==> src/rtl/core/hrhp_pkg.sv <==
// ---------------------------------------------------------------------------
// hrhp_pkg
// Types, constants and helper functions shared by the response header parser.
// ---------------------------------------------------------------------------
package hrhp_pkg;

   localparam int MidDepth = 2;
   localparam int OutDepth = 2;

   localparam logic [7:0]  MAX_REASON_BYTES = 8'd63;
   localparam logic [7:0]  REASON_START     = 8'd13;
   localparam logic [7:0]  STATUS_POS_SAT   = 8'd255;
   localparam logic [3:0]  KEY_LEN          = 4'd14;
   localparam logic [16:0] COUNT_SAT        = 17'h1FFFF;
   localparam logic [16:0] LENGTH_MAX       = 17'h0FFFF;
   localparam logic [15:0] LIMIT_AT_RESET   = 16'd8192;

   localparam logic [7:0] CH_CR    = 8'h0D;
   localparam logic [7:0] CH_LF    = 8'h0A;
   localparam logic [7:0] CH_TAB   = 8'h09;
   localparam logic [7:0] CH_SPACE = 8'h20;
   localparam logic [7:0] CH_COLON = 8'h3A;
   localparam logic [7:0] CH_DASH  = 8'h2D;
   localparam logic [7:0] CH_ZERO  = 8'h30;
   localparam logic [7:0] CH_ONE   = 8'h31;
   localparam logic [7:0] CH_NUL   = 8'h00;

   localparam logic [3:0] ERR_NONE       = 4'd0;
   localparam logic [3:0] ERR_TOO_LONG   = 4'd1;
   localparam logic [3:0] ERR_NUL        = 4'd2;
   localparam logic [3:0] ERR_NO_TERM    = 4'd3;
   localparam logic [3:0] ERR_STATUS     = 4'd4;
   localparam logic [3:0] ERR_HEADER     = 4'd5;
   localparam logic [3:0] ERR_BAD_LENGTH = 4'd6;
   localparam logic [3:0] ERR_NO_LENGTH  = 4'd7;
   localparam logic [3:0] ERR_MISMATCH   = 4'd8;

   localparam logic [1:0] KIND_NONE   = 2'd0;
   localparam logic [1:0] KIND_REASON = 2'd1;
   localparam logic [1:0] KIND_BODY   = 2'd2;

   localparam logic [1:0] TP_NONE     = 2'd0;
   localparam logic [1:0] TP_CR       = 2'd1;
   localparam logic [1:0] TP_CRLF     = 2'd2;
   localparam logic [1:0] TP_CRLFCR   = 2'd3;

   typedef enum logic [2:0] {
      PH_STATUS = 3'b001,
      PH_HEADER = 3'b010,
      PH_BODY   = 3'b100
   } phase_type;

   typedef enum logic [4:0] {
      LP_START  = 5'b00001,
      LP_NAME   = 5'b00010,
      LP_VALUE  = 5'b00100,
      LP_DIGITS = 5'b01000,
      LP_TRAIL  = 5'b10000
   } lphase_type;

   typedef struct packed {
      logic [7:0] data_byte;
      logic       last_byte;
   } req_type;

   typedef struct packed {
      logic [1:0]  byte_kind;
      logic [7:0]  out_byte;
      logic        done_res;
      logic        ok;
      logic [3:0]  error_code;
      logic [9:0]  status_code;
      logic [15:0] hdr_length;
      logic [15:0] body_total;
   } rsp_type;

   typedef struct packed {
      logic [7:0] data_byte;
      logic       last_byte;
      logic       is_digit;
      logic       is_print;
      logic       is_alnum;
      logic [7:0] lower_byte;
   } cls_type;

   typedef struct packed {
      phase_type   phase;
      logic [7:0]  spos;
      logic [9:0]  saccum;
      lphase_type  lphase;
      logic [3:0]  npos;
      logic        nmatch;
      logic [16:0] laccum;
      logic        lseen;
      logic [1:0]  term;
      logic [16:0] bcount;
      logic [16:0] bodycnt;
      logic [3:0]  ferr;
      logic        lfault;
      logic        lenfault;
      logic        svalid;
      logic [16:0] lvalue;
   } pst_type;

   typedef struct packed {
      pst_type st;
      logic    pass;
   } tk_type;

   function automatic cls_type classify(logic [7:0] c, logic last);
      cls_type r;
      logic    upper;
      logic    lower;
      r.data_byte  = c;
      r.last_byte  = last;
      r.is_digit   = (c >= 8'h30) && (c <= 8'h39);
      r.is_print   = (c >= 8'h20) && (c <= 8'h7E);
      upper        = (c >= 8'h41) && (c <= 8'h5A);
      lower        = (c >= 8'h61) && (c <= 8'h7A);
      r.is_alnum   = r.is_digit || upper || lower;
      r.lower_byte = upper ? (c + 8'd32) : c;
      return r;
   endfunction

   function automatic logic [7:0] version_char(logic [7:0] pos);
      logic [7:0] r;
      case (pos)
         8'd0:    r = 8'h48;
         8'd1:    r = 8'h54;
         8'd2:    r = 8'h54;
         8'd3:    r = 8'h50;
         8'd4:    r = 8'h2F;
         8'd5:    r = 8'h31;
         8'd6:    r = 8'h2E;
         8'd7:    r = 8'h30;
         default: r = 8'h20;
      endcase
      return r;
   endfunction

   function automatic logic [7:0] key_char(logic [3:0] pos);
      logic [7:0] r;
      case (pos)
         4'd0:    r = 8'h63;
         4'd1:    r = 8'h6F;
         4'd2:    r = 8'h6E;
         4'd3:    r = 8'h74;
         4'd4:    r = 8'h65;
         4'd5:    r = 8'h6E;
         4'd6:    r = 8'h74;
         4'd7:    r = 8'h2D;
         4'd8:    r = 8'h6C;
         4'd9:    r = 8'h65;
         4'd10:   r = 8'h6E;
         4'd11:   r = 8'h67;
         4'd12:   r = 8'h74;
         4'd13:   r = 8'h68;
         default: r = 8'h00;
      endcase
      return r;
   endfunction

   function automatic pst_type clear_line(pst_type s);
      pst_type r;
      r          = s;
      r.lphase   = LP_START;
      r.npos     = 4'd0;
      r.nmatch   = 1'b1;
      r.laccum   = 17'd0;
      r.lfault   = 1'b0;
      r.lenfault = 1'b0;
      return r;
   endfunction

   function automatic pst_type reset_state();
      pst_type r;
      r.phase    = PH_STATUS;
      r.spos     = 8'd0;
      r.saccum   = 10'd0;
      r.lphase   = LP_START;
      r.npos     = 4'd0;
      r.nmatch   = 1'b1;
      r.laccum   = 17'd0;
      r.lseen    = 1'b0;
      r.term     = TP_NONE;
      r.bcount   = 17'd0;
      r.bodycnt  = 17'd0;
      r.ferr     = ERR_NONE;
      r.lfault   = 1'b0;
      r.lenfault = 1'b0;
      r.svalid   = 1'b0;
      r.lvalue   = 17'd0;
      return r;
   endfunction

endpackage

==> src/rtl/core/http_response_header_parser.sv <==
// ---------------------------------------------------------------------------
// http_response_header_parser
// Checks an HTTP/1.x response byte stream and reports the verdict.
// ---------------------------------------------------------------------------
// channel   ports                      moves
// request   push, full, req_data       one response byte with last marker
// result    pop, empty, rsp_data       one result per request byte
// control   valid, ready, csr_data     response_limit register write
//
// one request per cycle sustained while the result side keeps popping; each byte
// passes through the front register, the byte queue and the result queue in turn.
// reset clears the queues and parser state and sets the limit to 8192.
// a stalled result side fills the result queue, then the byte queue, then
// the front register, and only then raises full.
// ---------------------------------------------------------------------------
module http_response_header_parser (
   input  logic              clock,
   input  logic              reset,
   input  logic              push,
   input  hrhp_pkg::req_type req_data,
   output logic              full,
   input  logic              pop,
   output hrhp_pkg::rsp_type rsp_data,
   output logic              empty,
   input  logic              valid,
   output logic              ready,
   input  logic [15:0]       csr_data
);

   hrhp_pkg::cls_type fr_item, mid_item;
   hrhp_pkg::rsp_type bk_item;
   logic              fr_valid, mid_full, mid_empty, mid_pop;
   logic              bk_push, out_full;

   assign ready = 1'b1;

   hrhp_front u_front (
      .clock      (clock),
      .reset      (reset),
      .push       (push),
      .req_data   (req_data),
      .full       (full),
      .item_valid (fr_valid),
      .item_data  (fr_item),
      .item_full  (mid_full)
   );

   hrhp_fifo #(
      .WIDTH ($bits(hrhp_pkg::cls_type)),
      .DEPTH (hrhp_pkg::MidDepth)
   ) u_mid_fifo (
      .clock     (clock),
      .reset     (reset),
      .push      (fr_valid),
      .push_data (fr_item),
      .full      (mid_full),
      .pop       (mid_pop),
      .pop_data  (mid_item),
      .empty     (mid_empty)
   );

   hrhp_back u_back (
      .clock      (clock),
      .reset      (reset),
      .item_empty (mid_empty),
      .item_data  (mid_item),
      .item_pop   (mid_pop),
      .csr_write  (valid),
      .csr_data   (csr_data),
      .rsp_push   (bk_push),
      .rsp_item   (bk_item),
      .rsp_full   (out_full)
   );

   hrhp_fifo #(
      .WIDTH ($bits(hrhp_pkg::rsp_type)),
      .DEPTH (hrhp_pkg::OutDepth)
   ) u_out_fifo (
      .clock     (clock),
      .reset     (reset),
      .push      (bk_push),
      .push_data (bk_item),
      .full      (out_full),
      .pop       (pop),
      .pop_data  (rsp_data),
      .empty     (empty)
   );

endmodule

==> src/rtl/core/hrhp_fifo.sv <==
// ---------------------------------------------------------------------------
// hrhp_fifo
// Small register queue with push/full and pop/empty sides.
// ---------------------------------------------------------------------------
module hrhp_fifo #(
   parameter int WIDTH = 8,
   parameter int DEPTH = 2
) (
   input  logic             clock,
   input  logic             reset,
   input  logic             push,
   input  logic [WIDTH-1:0] push_data,
   output logic             full,
   input  logic             pop,
   output logic [WIDTH-1:0] pop_data,
   output logic             empty
);

   localparam int PW = (DEPTH > 1) ? $clog2(DEPTH) : 1;
   localparam int CW = $clog2(DEPTH + 1);
   localparam logic [PW-1:0] LAST_PTR = PW'(DEPTH - 1);
   localparam logic [CW-1:0] DEPTH_C  = CW'(DEPTH);

   logic [WIDTH-1:0] mem_ff [DEPTH];
   logic [PW-1:0]    wr_ptr_ff, wr_ptr_in;
   logic [PW-1:0]    rd_ptr_ff, rd_ptr_in;
   logic [CW-1:0]    count_ff, count_in;
   logic             do_push, do_pop;

   assign full     = (count_ff == DEPTH_C);
   assign empty    = (count_ff == '0);
   assign pop_data = mem_ff[rd_ptr_ff];
   assign do_push  = push && !full;
   assign do_pop   = pop && !empty;

   always_comb begin
      wr_ptr_in = wr_ptr_ff;
      rd_ptr_in = rd_ptr_ff;
      count_in  = count_ff;
      if (do_push) begin
         wr_ptr_in = (wr_ptr_ff == LAST_PTR) ? '0 : wr_ptr_ff + PW'(1);
      end
      if (do_pop) begin
         rd_ptr_in = (rd_ptr_ff == LAST_PTR) ? '0 : rd_ptr_ff + PW'(1);
      end
      if (do_push && !do_pop) begin
         count_in = count_ff + CW'(1);
      end else if (do_pop && !do_push) begin
         count_in = count_ff - CW'(1);
      end
   end

   always_ff @(posedge clock) begin
      if (reset) begin
         wr_ptr_ff <= '0;
         rd_ptr_ff <= '0;
         count_ff  <= '0;
      end else begin
         wr_ptr_ff <= wr_ptr_in;
         rd_ptr_ff <= rd_ptr_in;
         count_ff  <= count_in;
      end
   end

   always_ff @(posedge clock) begin
      if (do_push) begin
         mem_ff[wr_ptr_ff] <= push_data;
      end
   end

endmodule

==> src/rtl/core/hrhp_front.sv <==
// ---------------------------------------------------------------------------
// hrhp_front
// Accepts request bytes and registers them with their character classes.
// ---------------------------------------------------------------------------
module hrhp_front (
   input  logic              clock,
   input  logic              reset,
   input  logic              push,
   input  hrhp_pkg::req_type req_data,
   output logic              full,
   output logic              item_valid,
   output hrhp_pkg::cls_type item_data,
   input  logic              item_full
);

   logic              valid_ff, valid_in;
   hrhp_pkg::cls_type item_ff, item_in;
   logic              accept;

   assign full       = valid_ff && item_full;
   assign accept     = push && !full;
   assign item_valid = valid_ff;
   assign item_data  = item_ff;

   always_comb begin
      valid_in = valid_ff;
      item_in  = item_ff;
      if (accept) begin
         valid_in = 1'b1;
         item_in  = hrhp_pkg::classify(req_data.data_byte, req_data.last_byte);
      end else if (valid_ff && !item_full) begin
         valid_in = 1'b0;
      end
   end

   always_ff @(posedge clock) begin
      if (reset) begin
         valid_ff <= 1'b0;
      end else begin
         valid_ff <= valid_in;
      end
   end

   always_ff @(posedge clock) begin
      item_ff <= item_in;
   end

endmodule

==> src/rtl/core/hrhp_back.sv <==
// ---------------------------------------------------------------------------
// hrhp_back
// Parser state: status line, header lines, body count and final verdict.
// ---------------------------------------------------------------------------
module hrhp_back (
   input  logic              clock,
   input  logic              reset,
   input  logic              item_empty,
   input  hrhp_pkg::cls_type item_data,
   output logic              item_pop,
   input  logic              csr_write,
   input  logic [15:0]       csr_data,
   output logic              rsp_push,
   output hrhp_pkg::rsp_type rsp_item,
   input  logic              rsp_full
);

   hrhp_pkg::pst_type st_ff, st_in;
   logic [15:0]       limit_ff, limit_in;

   function automatic hrhp_pkg::pst_type note_error(hrhp_pkg::pst_type s,
                                                    logic [3:0] code);
      hrhp_pkg::pst_type r;
      r = s;
      if (r.ferr == hrhp_pkg::ERR_NONE) begin
         r.ferr = code;
      end
      return r;
   endfunction

   function automatic hrhp_pkg::tk_type line_take(hrhp_pkg::pst_type s,
                                                  hrhp_pkg::cls_type c,
                                                  logic [15:0] lim);
      hrhp_pkg::tk_type r;
      logic             good;
      logic [7:0]       rel;
      logic [13:0]      sacc;
      logic [19:0]      prod;
      logic [19:0]      sum;
      r.st   = s;
      r.pass = 1'b0;
      good   = 1'b0;
      rel    = s.spos - hrhp_pkg::REASON_START;
      sacc   = ({4'b0, s.saccum} << 3) + ({4'b0, s.saccum} << 1)
             + {10'b0, c.data_byte[3:0]};
      prod   = ({3'b0, s.laccum} << 3) + ({3'b0, s.laccum} << 1);
      sum    = prod + {16'b0, c.data_byte[3:0]};
      if (s.phase == hrhp_pkg::PH_STATUS) begin
         if (s.spos < 8'd9) begin
            if (s.spos == 8'd7) begin
               good = (c.data_byte == hrhp_pkg::CH_ZERO) ||
                      (c.data_byte == hrhp_pkg::CH_ONE);
            end else begin
               good = (c.data_byte == hrhp_pkg::version_char(s.spos));
            end
         end else if (s.spos < 8'd12) begin
            good = c.is_digit;
            if (good) begin
               r.st.saccum = sacc[9:0];
            end
         end else if (s.spos == 8'd12) begin
            good = (c.data_byte == hrhp_pkg::CH_SPACE);
         end else begin
            good = c.is_print && (rel < hrhp_pkg::MAX_REASON_BYTES);
         end
         if (!good) begin
            r.st.lfault = 1'b1;
         end
         if (s.spos < hrhp_pkg::STATUS_POS_SAT) begin
            r.st.spos = s.spos + 8'd1;
         end
         r.pass = (s.spos >= hrhp_pkg::REASON_START) && !r.st.lfault;
      end else if (s.lphase == hrhp_pkg::LP_START || s.lphase == hrhp_pkg::LP_NAME) begin
         if (c.data_byte == hrhp_pkg::CH_COLON) begin
            if (s.lphase == hrhp_pkg::LP_START) begin
               r.st.lfault = 1'b1;
            end
            if (s.npos != hrhp_pkg::KEY_LEN) begin
               r.st.nmatch = 1'b0;
            end
            r.st.lphase = hrhp_pkg::LP_VALUE;
         end else begin
            if (!c.is_alnum && c.data_byte != hrhp_pkg::CH_DASH) begin
               r.st.lfault = 1'b1;
            end
            if (s.nmatch && s.npos < hrhp_pkg::KEY_LEN &&
                c.lower_byte == hrhp_pkg::key_char(s.npos)) begin
               r.st.npos = s.npos + 4'd1;
            end else begin
               r.st.nmatch = 1'b0;
            end
            r.st.lphase = hrhp_pkg::LP_NAME;
         end
      end else begin
         if (c.data_byte != hrhp_pkg::CH_TAB && !c.is_print) begin
            r.st.lfault = 1'b1;
         end
         if (c.data_byte == hrhp_pkg::CH_SPACE || c.data_byte == hrhp_pkg::CH_TAB) begin
            if (s.lphase == hrhp_pkg::LP_DIGITS) begin
               r.st.lphase = hrhp_pkg::LP_TRAIL;
            end
         end else if (c.is_digit) begin
            if (s.lphase == hrhp_pkg::LP_TRAIL) begin
               r.st.lenfault = 1'b1;
            end else begin
               if (prod > {4'b0, lim}) begin
                  r.st.lenfault = 1'b1;
               end else begin
                  r.st.laccum = sum[16:0];
                  if (sum > {4'b0, lim}) begin
                     r.st.lenfault = 1'b1;
                  end
               end
               r.st.lphase = hrhp_pkg::LP_DIGITS;
            end
         end else begin
            r.st.lenfault = 1'b1;
         end
      end
      return r;
   endfunction

   function automatic hrhp_pkg::pst_type line_close(hrhp_pkg::pst_type s);
      hrhp_pkg::pst_type r;
      r = s;
      if (s.phase == hrhp_pkg::PH_STATUS) begin
         if (s.lfault || s.spos < (hrhp_pkg::REASON_START + 8'd1)) begin
            r = note_error(r, hrhp_pkg::ERR_STATUS);
         end else begin
            r.svalid = 1'b1;
         end
         r.phase = hrhp_pkg::PH_HEADER;
      end else if (s.lphase == hrhp_pkg::LP_START || s.lphase == hrhp_pkg::LP_NAME ||
                   s.lfault) begin
         r = note_error(r, hrhp_pkg::ERR_HEADER);
      end else if (s.nmatch) begin
         if (s.lseen || s.lenfault || s.lphase == hrhp_pkg::LP_VALUE) begin
            r = note_error(r, hrhp_pkg::ERR_BAD_LENGTH);
         end else begin
            r.lseen  = 1'b1;
            r.lvalue = s.laccum;
         end
      end
      return hrhp_pkg::clear_line(r);
   endfunction

   hrhp_pkg::pst_type nx;
   hrhp_pkg::tk_type  tk;
   hrhp_pkg::cls_type cr_cls;
   hrhp_pkg::rsp_type res;
   logic              pending;
   logic [3:0]        err;

   assign item_pop = !item_empty && !rsp_full;
   assign rsp_push = item_pop;
   assign rsp_item = res;
   assign limit_in = csr_write ? csr_data : limit_ff;

   always_comb begin
      nx      = st_ff;
      tk      = '0;
      cr_cls  = hrhp_pkg::classify(hrhp_pkg::CH_CR, 1'b0);
      res     = '0;
      err     = hrhp_pkg::ERR_NONE;
      pending = (st_ff.term == hrhp_pkg::TP_CR) || (st_ff.term == hrhp_pkg::TP_CRLFCR);
      if (nx.bcount < hrhp_pkg::COUNT_SAT) begin
         nx.bcount = nx.bcount + 17'd1;
      end
      if (item_data.data_byte == hrhp_pkg::CH_NUL) begin
         nx.ferr = hrhp_pkg::ERR_NUL;
      end
      if (st_ff.phase == hrhp_pkg::PH_BODY) begin
         if (nx.bodycnt < hrhp_pkg::COUNT_SAT) begin
            nx.bodycnt = nx.bodycnt + 17'd1;
         end
         res.byte_kind = hrhp_pkg::KIND_BODY;
         res.out_byte  = item_data.data_byte;
      end else if (item_data.data_byte == hrhp_pkg::CH_LF && pending) begin
         if (st_ff.term == hrhp_pkg::TP_CRLFCR) begin
            nx.phase = hrhp_pkg::PH_BODY;
            nx       = hrhp_pkg::clear_line(nx);
            nx.term  = hrhp_pkg::TP_NONE;
         end else begin
            nx      = line_close(nx);
            nx.term = hrhp_pkg::TP_CRLF;
         end
      end else begin
         if (pending) begin
            tk = line_take(nx, cr_cls, limit_ff);
            nx = tk.st;
         end
         if (item_data.data_byte == hrhp_pkg::CH_CR) begin
            nx.term = (st_ff.term == hrhp_pkg::TP_CRLF) ? hrhp_pkg::TP_CRLFCR
                                                        : hrhp_pkg::TP_CR;
         end else begin
            nx.term = hrhp_pkg::TP_NONE;
            tk      = line_take(nx, item_data, limit_ff);
            nx      = tk.st;
            if (tk.pass) begin
               res.byte_kind = hrhp_pkg::KIND_REASON;
               res.out_byte  = item_data.data_byte;
            end
         end
      end
      res.done_res = item_data.last_byte;
      if (item_data.last_byte) begin
         if (nx.bcount > {1'b0, limit_ff}) begin
            err = hrhp_pkg::ERR_TOO_LONG;
         end else if (nx.ferr == hrhp_pkg::ERR_NUL) begin
            err = hrhp_pkg::ERR_NUL;
         end else if (nx.phase != hrhp_pkg::PH_BODY) begin
            err = hrhp_pkg::ERR_NO_TERM;
         end else if (nx.ferr != hrhp_pkg::ERR_NONE) begin
            err = nx.ferr;
         end else if (!nx.lseen) begin
            err = hrhp_pkg::ERR_NO_LENGTH;
         end else if (nx.lvalue != nx.bodycnt) begin
            err = hrhp_pkg::ERR_MISMATCH;
         end
         res.ok          = (err == hrhp_pkg::ERR_NONE);
         res.error_code  = err;
         res.status_code = nx.svalid ? nx.saccum : 10'd0;
         res.hdr_length  = nx.lseen ?
                           ((nx.lvalue > hrhp_pkg::LENGTH_MAX) ? 16'hFFFF
                                                               : nx.lvalue[15:0])
                           : 16'd0;
         res.body_total  = (nx.bodycnt > hrhp_pkg::LENGTH_MAX) ? 16'hFFFF
                                                               : nx.bodycnt[15:0];
         nx = hrhp_pkg::reset_state();
      end
      st_in = item_pop ? nx : st_ff;
   end

   always_ff @(posedge clock) begin
      if (reset) begin
         st_ff    <= hrhp_pkg::reset_state();
         limit_ff <= hrhp_pkg::LIMIT_AT_RESET;
      end else begin
         st_ff    <= st_in;
         limit_ff <= limit_in;
      end
   end

   // response ends leave the parser ready for a new status line
   a_restart: assert property (@(posedge clock) disable iff (reset)
      item_pop && item_data.last_byte
      |=> st_ff.phase == hrhp_pkg::PH_STATUS && st_ff.bcount == 17'd0)
      else $error("parser not restarted after last byte");

   a_body_term: assert property (@(posedge clock) disable iff (reset)
      st_ff.phase == hrhp_pkg::PH_BODY |-> st_ff.term == hrhp_pkg::TP_NONE)
      else $error("terminator progress left in body");

   a_body_count: assert property (@(posedge clock) disable iff (reset)
      st_ff.bodycnt <= st_ff.bcount)
      else $error("body count exceeds byte count");

   a_no_overrun: assert property (@(posedge clock) disable iff (reset)
      rsp_push |-> !rsp_full && !item_empty)
      else $error("result pushed without room or request");

endmodule

==> config.mk <==
export PLATFORM = sky130hd
export DESIGN_NAME = http_response_header_parser
export DESIGN_NICKNAME = d
export VERILOG_FILES = /design/src/rtl/core/hrhp_pkg.sv /design/src/rtl/core/http_response_header_parser.sv /design/src/rtl/core/hrhp_fifo.sv /design/src/rtl/core/hrhp_front.sv /design/src/rtl/core/hrhp_back.sv
export SDC_FILE = /design/constraint.sdc
export NUM_CORES = 1
export LEC_CHECK = 0
export ABC_AREA = 1
export BUFFER_PORTS_ARGS = -buffer_cell sky130_fd_sc_hd__buf_2
export CORE_MARGIN = 5
export CORE_UTILIZATION = 65
export DETAILED_ROUTE_END_ITERATION = 10
export PLACE_DENSITY_LB_ADDON = 0.2
export SYNTH_ARGS = -nofsm -noshare
export SYNTH_HDL_FRONTEND = slang
export SYNTH_SLANG_ARGS = --single-unit
export TNS_END_PERCENT = 20
==> constraint.sdc <==
create_clock -name clock -period 6.84 [get_ports clock]
set_input_delay 0.342 -clock clock [delete_from_list [all_inputs] [get_ports clock]]
set_output_delay 0.342 -clock clock [all_outputs]
set_load 0.02 [all_outputs]
==> summary.md, run 1 <==
| Metric | Value |
|---|---|
| Run status | finished clean |
| WP buf/inv | 1 |
| Io pins | 91 |
| Syn nets | 2352 |
| Rows | 61 |
| Crit Path Max Fanout | 24 |
| Cell Area, Synth | 0.01832 mm^2 |
| Syn Inst Count | 2211 |
| Initial antenna violation count | 0 |
| Max cap viols | 0 |
| Clock root buffer | clkbuf_16 |
| Via count | 15510 |
| Final period util | 72.78% |
| Fin. Hold Viols | 0 |
| EDFF count, synth | 161 |
| Total power | 7354 uW |
| Die Ht | 177.9 um |
| Total CTS buffers | 34 |
| Inserted Diodes | 0 |
| Mean post-synth cell area | 8.284 um^2 |
| Remaining global-route overflow | 0 |
| Largest net degree at the start of global routing | 84 |
| Post-synthesis register bit count | 311 |
| # setup viols final | 0 |
| Crit. End Element | flop |
| Share of cells above drive strength 1 | 14.08% |
| Wirelength, routed | 46.02 mm |
| Power Density | 364.8 mW/mm^2 |
| RSZ-0062 raised after global routing | no |
| Clock sink count | 311 |
| Register area share after synthesis | 42.79% |
| HP Class | primary input to flop |
| Via/cell ratio | 5.774 |
| Initial Utilization | 65.93% |
| Final worst slack | 1.862 ns |
| GR Util All Layers | 28.83% |
| CP top delay family | compound AO/OA/AOI/OAI gates |
| CTS tree | yes |
| I/O Buffers | 89 |
| Routed Antenna Nets | 0 |
| Slew HR | 18.13% |
| Synthesis-to-layout area growth | 10.05% |
| Worst slack, placed | 2.034 ns |
| Crit path kind | flop to flop |
| Crit path DAT | 5.43 ns |
| Worst Max-Slew Pin Slew | 1.224 ns |
| Clock Skew | 0.02208 ns |
| WL/cell | 17.13 um |
| Netlist cell types | 68 |
| Peak VDD IR | 0.2888 mV |
| # H-tree levels | 2 |
| DRC | 0 |
| DP HPWL | 33.41 mm |
| Worst skew pair latency | 0.53 ns |
| Setup TNS | 0 ns |
| Critical path launch point type | flop |
| Fin nets | 2424 |
| Cells after DPL | 2624 |
| Post-CTS Repair Setup Buffers | 0 |
| Critical-path top delay cell | nand2_1 |
| Ys async rst share | 0% |
| Core Region | 0.02778 mm^2 |
| Crit path time final | 4.978 ns |
| Worst-path cell chain | ha_1 -> fa_1 -> nand3_1 -> nand3_1 -> a31oi_1 -> o21ai_0 -> a21oi_1 -> xor2_1 -> ha_1 -> a21oi_1 -> nor2_1 -> a211oi_1 -> nand2_1 -> a21oi_1 -> o21ai_1 -> nor2_1 -> nand2_1 -> o21ai_0 -> nand2_1 -> inv_1 -> o21ai_0 -> nor2_1 |
| Leakage | 0.008449 uW |
| Global-route wire length before repair | 74.38 mm |
| Detailed Route Iter0 Violations | 1246 |
| Die area | 0.03164 mm^2 |
| DRT Pass-1 Iters | 6 |
| Clock transition at the registers of the reported paths | 0.06 ns |
| Clock Path Buffers | 3 |
| F_max | 200.9 MHz |
| Fin cells | 2686 |
| Synth Warn # | 0 |
| Final Wtd Congestion | 0.9669 |
| Die Wd | 177.9 um |
| Critical path data required time | 7.29 ns |
| Ys flop type | edfxtp_1 |
| Max stage delay on crit path | 0.47 ns |
| Max-slew violations | 0 |
| Number of global-route vias before repair | 14828 |
-- metrics by stage --
stage	hold WS (ns)	instance area [um^2]	utilization [%]
2_1_floorplan	0.4215	18320	-
3_3_place_gp	0.4233	19050	68.57
3_5_place_dp	0.4327	19050	68.57
4_1_cts	0.009445	20160	72.55
5_1_grt	0.01578	20160	72.55
6_report	0.02615	20160	72.55
-- final timing paths --
kind | from | end | slack [ns] | cells after the start
setup / recovery | u_back.st_ff[61]$_SDFFE_PP0P_ | u_back.st_ff[66]$_SDFFE_PP0P_ | 1.86 | 22
setup reg to reg | u_back.st_ff[61]$_SDFFE_PP0P_ | u_back.st_ff[66]$_SDFFE_PP0P_ | 1.86 | 22
hold reg to reg | u_front.item_data[4]$_DFFE_PP_ | u_mid_fifo.mem_ff[0][16]$_DFFE_PP_ | 0.44 | 0
hold / removal | req_data[1] | u_front.item_data[0]$_DFFE_PP_ | 0.03 | 1
-- synth_stat cells (all sizes together), types with 12 or more instances --
cell	number	area (um^2)
dfxtp	150	3003
xor2	52	455.4
buf	17	126.4
nor2	185	802.0
mux2	58	653.1
a31oi	19	118.9
or2	18	115.1
a21oi	212	1095
nor3	35	201.5
ha	107	1339
nand4	51	337.8
nand3	140	748.2
o22ai	12	75.07
o21ai	117	626.9
nand2	484	1897
xnor2	22	192.7
inv	253	949.7
edfxtp	161	4835
clkbuf	49	183.9
-- cell families (layout without fill, tap and decap cells) --
kind of cell,after synthesis,count (layout),synth area share (%)
buffers and inverters,325,422,7.009
multiplexers,58,58,3.566
XOR/XNOR,74,74,3.538
adder cells (fa/ha/maj),111,111,7.746
flip-flops,311,311,42.79
AO/OA/AOI/OAI,396,396,12.02
AND/OR/NAND/NOR,935,935,23.31
other,1,1,0.02047
-- final cells by class --
class | instances | area, um^2
clock inverters | 15 | 140.1
clock buffers | 46 | 957.2
fillers | 2214 | 7625
flip-flops and latches | 311 | 7839
repair buffers | 102 | 545.5
inverters | 259 | 973.4
multi-input cells | 1575 | 9229
well taps | 378 | 473.0
-- layout by cell type, fill, tap and decap left out, types with 22 or more instances in the layout --
cell type,count
edfxtp_1,161
o21ai_0,95
inv_1,232
nor3_1,31
ha_1,107
xnor2_1,22
mux2_2,58
buf_2,89
clkbuf_16,35
nand2_1,460
nand4_1,48
a21oi_1,205
dfxtp_1,149
nand3_1,132
nor2_1,165
xor2_1,52
-- worst reg2reg max path: stages (launching register included) --
cell and delay (ns):
dfxtp_1 0.35, ha_1 0.25, fa_1 0.42, nand3_1 0.10
nand3_1 0.15, a31oi_1 0.25, o21ai_0 0.19, a21oi_1 0.20
xor2_1 0.42, ha_1 0.34, a21oi_1 0.13, nor2_1 0.05
a211oi_1 0.19, nand2_1 0.08, a21oi_1 0.15, o21ai_1 0.12
nor2_1 0.12, nand2_1 0.06, o21ai_0 0.15, nand2_1 0.47
inv_1 0.46, o21ai_0 0.15, nor2_1 0.12
-- power by group --
| part | internal (uW) | leakage [uW] | switching, uW |
|---|---|---|---|
| registers | 2350 | 0.00275 | 181 |
| clock network | 1030 | 0.000530 | 751 |
| logic | 980 | 0.00517 | 2060 |
| total | 4360 | 0.00845 | 2990 |
-- metal layers --
metal / vias to the layer above / global-route usage [%] / routed length, um
met5: - / 0 / 0
met4: 0 / 9.894 / 1390
met3: 102 / 4.303 / 2962
met2: 560 / 48.14 / 21820
met1: 7210 / 38.49 / 19840
li1: 7638 / - / -
-- flip-flops by register name, indices dropped and copies added, names as in the netlist, named ones only --
name / flops
u_out_fifo.mem_ff: 116
u_back.st_ff: 109
u_mid_fifo.mem_ff: 30
u_back.limit_ff: 16
u_front.item_data: 15
u_mid_fifo.count_ff: 2
u_out_fifo.count_ff: 2
u_front.item_valid: 1
u_mid_fifo.rd_ptr_ff: 1
u_mid_fifo.wr_ptr_ff: 1
u_out_fifo.rd_ptr_ff: 1
u_out_fifo.wr_ptr_ff: 1
-- repair_timing --
action                                  4_1_cts  5_1_grt
hold buffers                                  1        0
resized for setup                             0        0
hold endpoints to repair                      1        0
endpoints found under the setup margin        0        0
Note: power is estimated with default switching activity, not from simulation.
==> run 2, diff against run 1 <==
Settings changed: CORE_UTILIZATION 65 to 56.
Clock period 6.84 ns to 4.1 ns, I/O delays scaled along.
==> summary.md, run 2 (synthesis gave the netlist of run 1 again) <==
| Metric | Value |
|---|---|
| Area of the multi-input gates | 0.009393 mm^2 (+1.8%) |
| DRT Pass-1 Iters | 6 (unchanged) |
| Remaining global-route overflow | 0 (unchanged) |
| Clock transition at the registers of the reported paths | 0.06 ns (about the same) |
| Clock root buffer | clkbuf_16 |
| Crit Path Max Fanout | 4 (-83%) |
| Io pins | 91 (unchanged) |
| Hold Path Stages | 3 (+2) |
| Share of cells above drive strength 1 | 16.88% (+2.8 points) |
| Initial antenna violation count | 0 (unchanged) |
| Via/cell ratio | 5.555 (-3.8%) |
| HP Class | primary input to flop |
| Clock Path Buffers | 3 (unchanged) |
| Largest net degree at the start of global routing | 72 (-14%) |
| Max-slew violations | 0 (unchanged) |
| Peak VDD IR | 0.3391 mV (+17%) |
| R2R Path End | u_back.st_ff[18]$_SDFFE_PP0P_ |
| I/O Buffers | 89 (unchanged) |
| Fin nets | 2498 (+3.1%) |
| GR Util All Layers | 26.19% (-2.6 points) |
| Global-route wire length before repair | 77.25 mm (+3.8%) |
| Die Ht | 190.9 um (+7.3%) |
| Die area | 0.03642 mm^2 (+15%) |
| CTS tree | yes |
| Wirelength, routed | 48.59 mm (+5.6%) |
| DP Area | 0.01950 mm^2 (+2.4%) |
| Post-layout util | 64.85% (-7.7 points) |
| Crit path time final | 3.913 ns (-1.066 ns) |
| Routed Antenna Nets | 0 (unchanged) |
| Register Area | 0.007840 mm^2 (about the same) |
| # setup viols final | 0 (unchanged) |
| Top Registers | u_out_fifo.mem_ff x116, u_back.st_ff x109, u_mid_fifo.mem_ff x30 |
| Die Wd | 190.9 um (+7.3%) |
| CP Launch Point | u_back.st_ff[61]$_SDFFE_PP0P_ |
| Leakage | 0.008826 uW (+4.5%) |
| Via count | 15688 (+1.1%) |
| Max reg flops | 116 (unchanged) |
| DP HPWL | 36.40 mm (+9.0%) |
| Worst skew pair latency | 0.53 ns (about the same) |
| # H-tree levels | 2 (unchanged) |
| Final Wtd Congestion | 0.9518 (-1.6%) |
| Rows | 66 (+8.2%) |
| Critical path launch point type | flop |
| Detailed Route Iter0 Violations | 1254 (+0.64%) |
| Slew HR | 36.21% (+18 points) |
| DRC | 0 (unchanged) |
| Worst Setup EP | u_back.st_ff[18]$_SDFFE_PP0P_ |
| Crit path DAT | 4.28 ns (-1.15 ns) |
| Critical path data required time | 4.47 ns (-2.82 ns) |
| Reg2Reg Depth | 22 (unchanged) |
| F_max | 255.6 MHz (+27%) |
| Total CTS buffers | 34 (unchanged) |
| R2R Setup Slk | 0.19 ns (-1.67 ns) |
| Max cap viols | 0 (unchanged) |
| Inserted Diodes | 0 (unchanged) |
| Worst R2R Start | u_back.st_ff[61]$_SDFFE_PP0P_ |
| Synthesis-to-layout area growth | 14.91% |
| Clock Skew | 0.02109 ns (-0.0009943 ns) |
| Power Density | 609.1 mW/mm^2 (+67%) |
| # fillers | 2733 (+23%) |
| Run status | finished clean |
| RSZ-0062 raised after global routing | yes |
| Number of global-route vias before repair | 14918 (+0.61%) |
| Initial Utilization | 56.44% (-9.5 points) |
| Core Region | 0.03245 mm^2 (+17%) |
| Final instance area | 0.02105 mm^2 (+4.4%) |
| WL/cell | 17.21 um (+0.43%) |
| Hold slack | 0.02644 ns (+0.0002900 ns) |
| Top reg by flops | u_out_fifo.mem_ff |
| Crit. End Element | flop |
| Crit path kind | flop to flop |
| Most frequent cells in the layout | nand2_1 (458), inv_1 (231), a21oi_1 (200), nor2_1 (162), edfxtp_1 (161) |
| Clock sink count | 311 (unchanged) |
| Final period util | 95.43% (+23 points) |
| Fin. Hold Viols | 0 (unchanged) |
| Most common cell after layout, fill and taps aside | nand2_1 |
| Worst Max-Slew Pin Slew | 0.9568 ns (-0.2667 ns) |
[run 2: cell count changes in the layout (fill, tap and decap cells not counted), sizes merged]
cell         previous run  this run
clkinv                 17        20
dlygate4sd3             1        27
clkinvlp                3         1
clkbuf                 46        44
bufinv                  1         2
buf                   101       149
[run 2: what timing repair did]
action | 4_1_cts | 5_1_grt
setup endpoints to repair | 0 | 33
endpoints found under the hold margin | 24 | 0
buffers inserted | 0 | 1
hold buffers | 27 | 0
gates resized for setup | 0 | 46
[run 2: worst min path at each step]
| stage | to | from | slack, ns |
|---|---|---|---|
| finish | u_back.limit_ff[4]$_SDFFE_PP0P_ | csr_data[4] | 0.03 |
| CTS | u_back.st_ff[53]$_SDFFE_PP0P_ | reset | 0.01 |
| floorplan | u_front.item_data[0]$_DFFE_PP_ | req_data[1] | 0.30 |
| detailed placement | u_front.item_data[11]$_DFFE_PP_ | req_data[0] | 0.39 |
| global placement | u_front.item_data[11]$_DFFE_PP_ | req_data[0] | 0.38 |
| global route | u_back.limit_ff[4]$_SDFFE_PP0P_ | csr_data[4] | 0.04 |
[run 2: metrics by stage]
step                std cells  setup slack (ns)  setup TNS (ns)  total power (uW)
floorplan                2211            0.3336               0              7835
global placement         2734           0.09008               0              9568
detailed placement       2734           0.05502               0              9679
CTS                      2822           0.01114               0             12680
global route             2824          -0.03894        -0.08196             13610
finish                   2824            0.1873               0             12820
[run 2: layout make-up]
| type | instances | area share (%) |
|---|---|---|
| Inverter | 259 | 4.637 |
| Clock inverter | 17 | 0.8799 |
| Sequential cell | 311 | 37.25 |
| Tap cell | 442 | 2.628 |
| Multi-Input combinational cell | 1575 | 44.63 |
| Timing Repair Buffer | 176 | 5.707 |
| Clock buffer | 44 | 4.268 |
[run 2: power breakdown]
group	switching [uW]	internal [uW]	leakage, uW
clock network	1270	1700	0.000527
registers	273	3920	0.00275
logic	3690	1970	0.00555
[run 2: layer usage]
layer  up-vias  global-route usage [%]  share of wire, %
met4         0                   7.818               2.8
li1       7763                       -                 -
met3        83                   3.772               6.8
met2       513                   44.40                47
met5         -                       0                 0
met1      7329                   35.03                43
[run 2: critical path, cell delays in order, from the launching register on]
cell	delay [ns]
dfxtp_1	0.32
ha_2	0.21
fa_2	0.39
buf_4	0.15
xor2_2	0.22
nand3_1	0.18
nand3b_1	0.24
nor2_1	0.19
inv_1	0.09
nor4_1	0.26
nand4_1	0.12
nand2_1	0.11
inv_1	0.06
ha_1	0.28
nand4_1	0.13
nor3_2	0.23
a31oi_2	0.08
nor3_2	0.17
nand4_1	0.10
nand2_1	0.08
nand2_1	0.05
nand2_1	0.06
a21oi_1	0.06
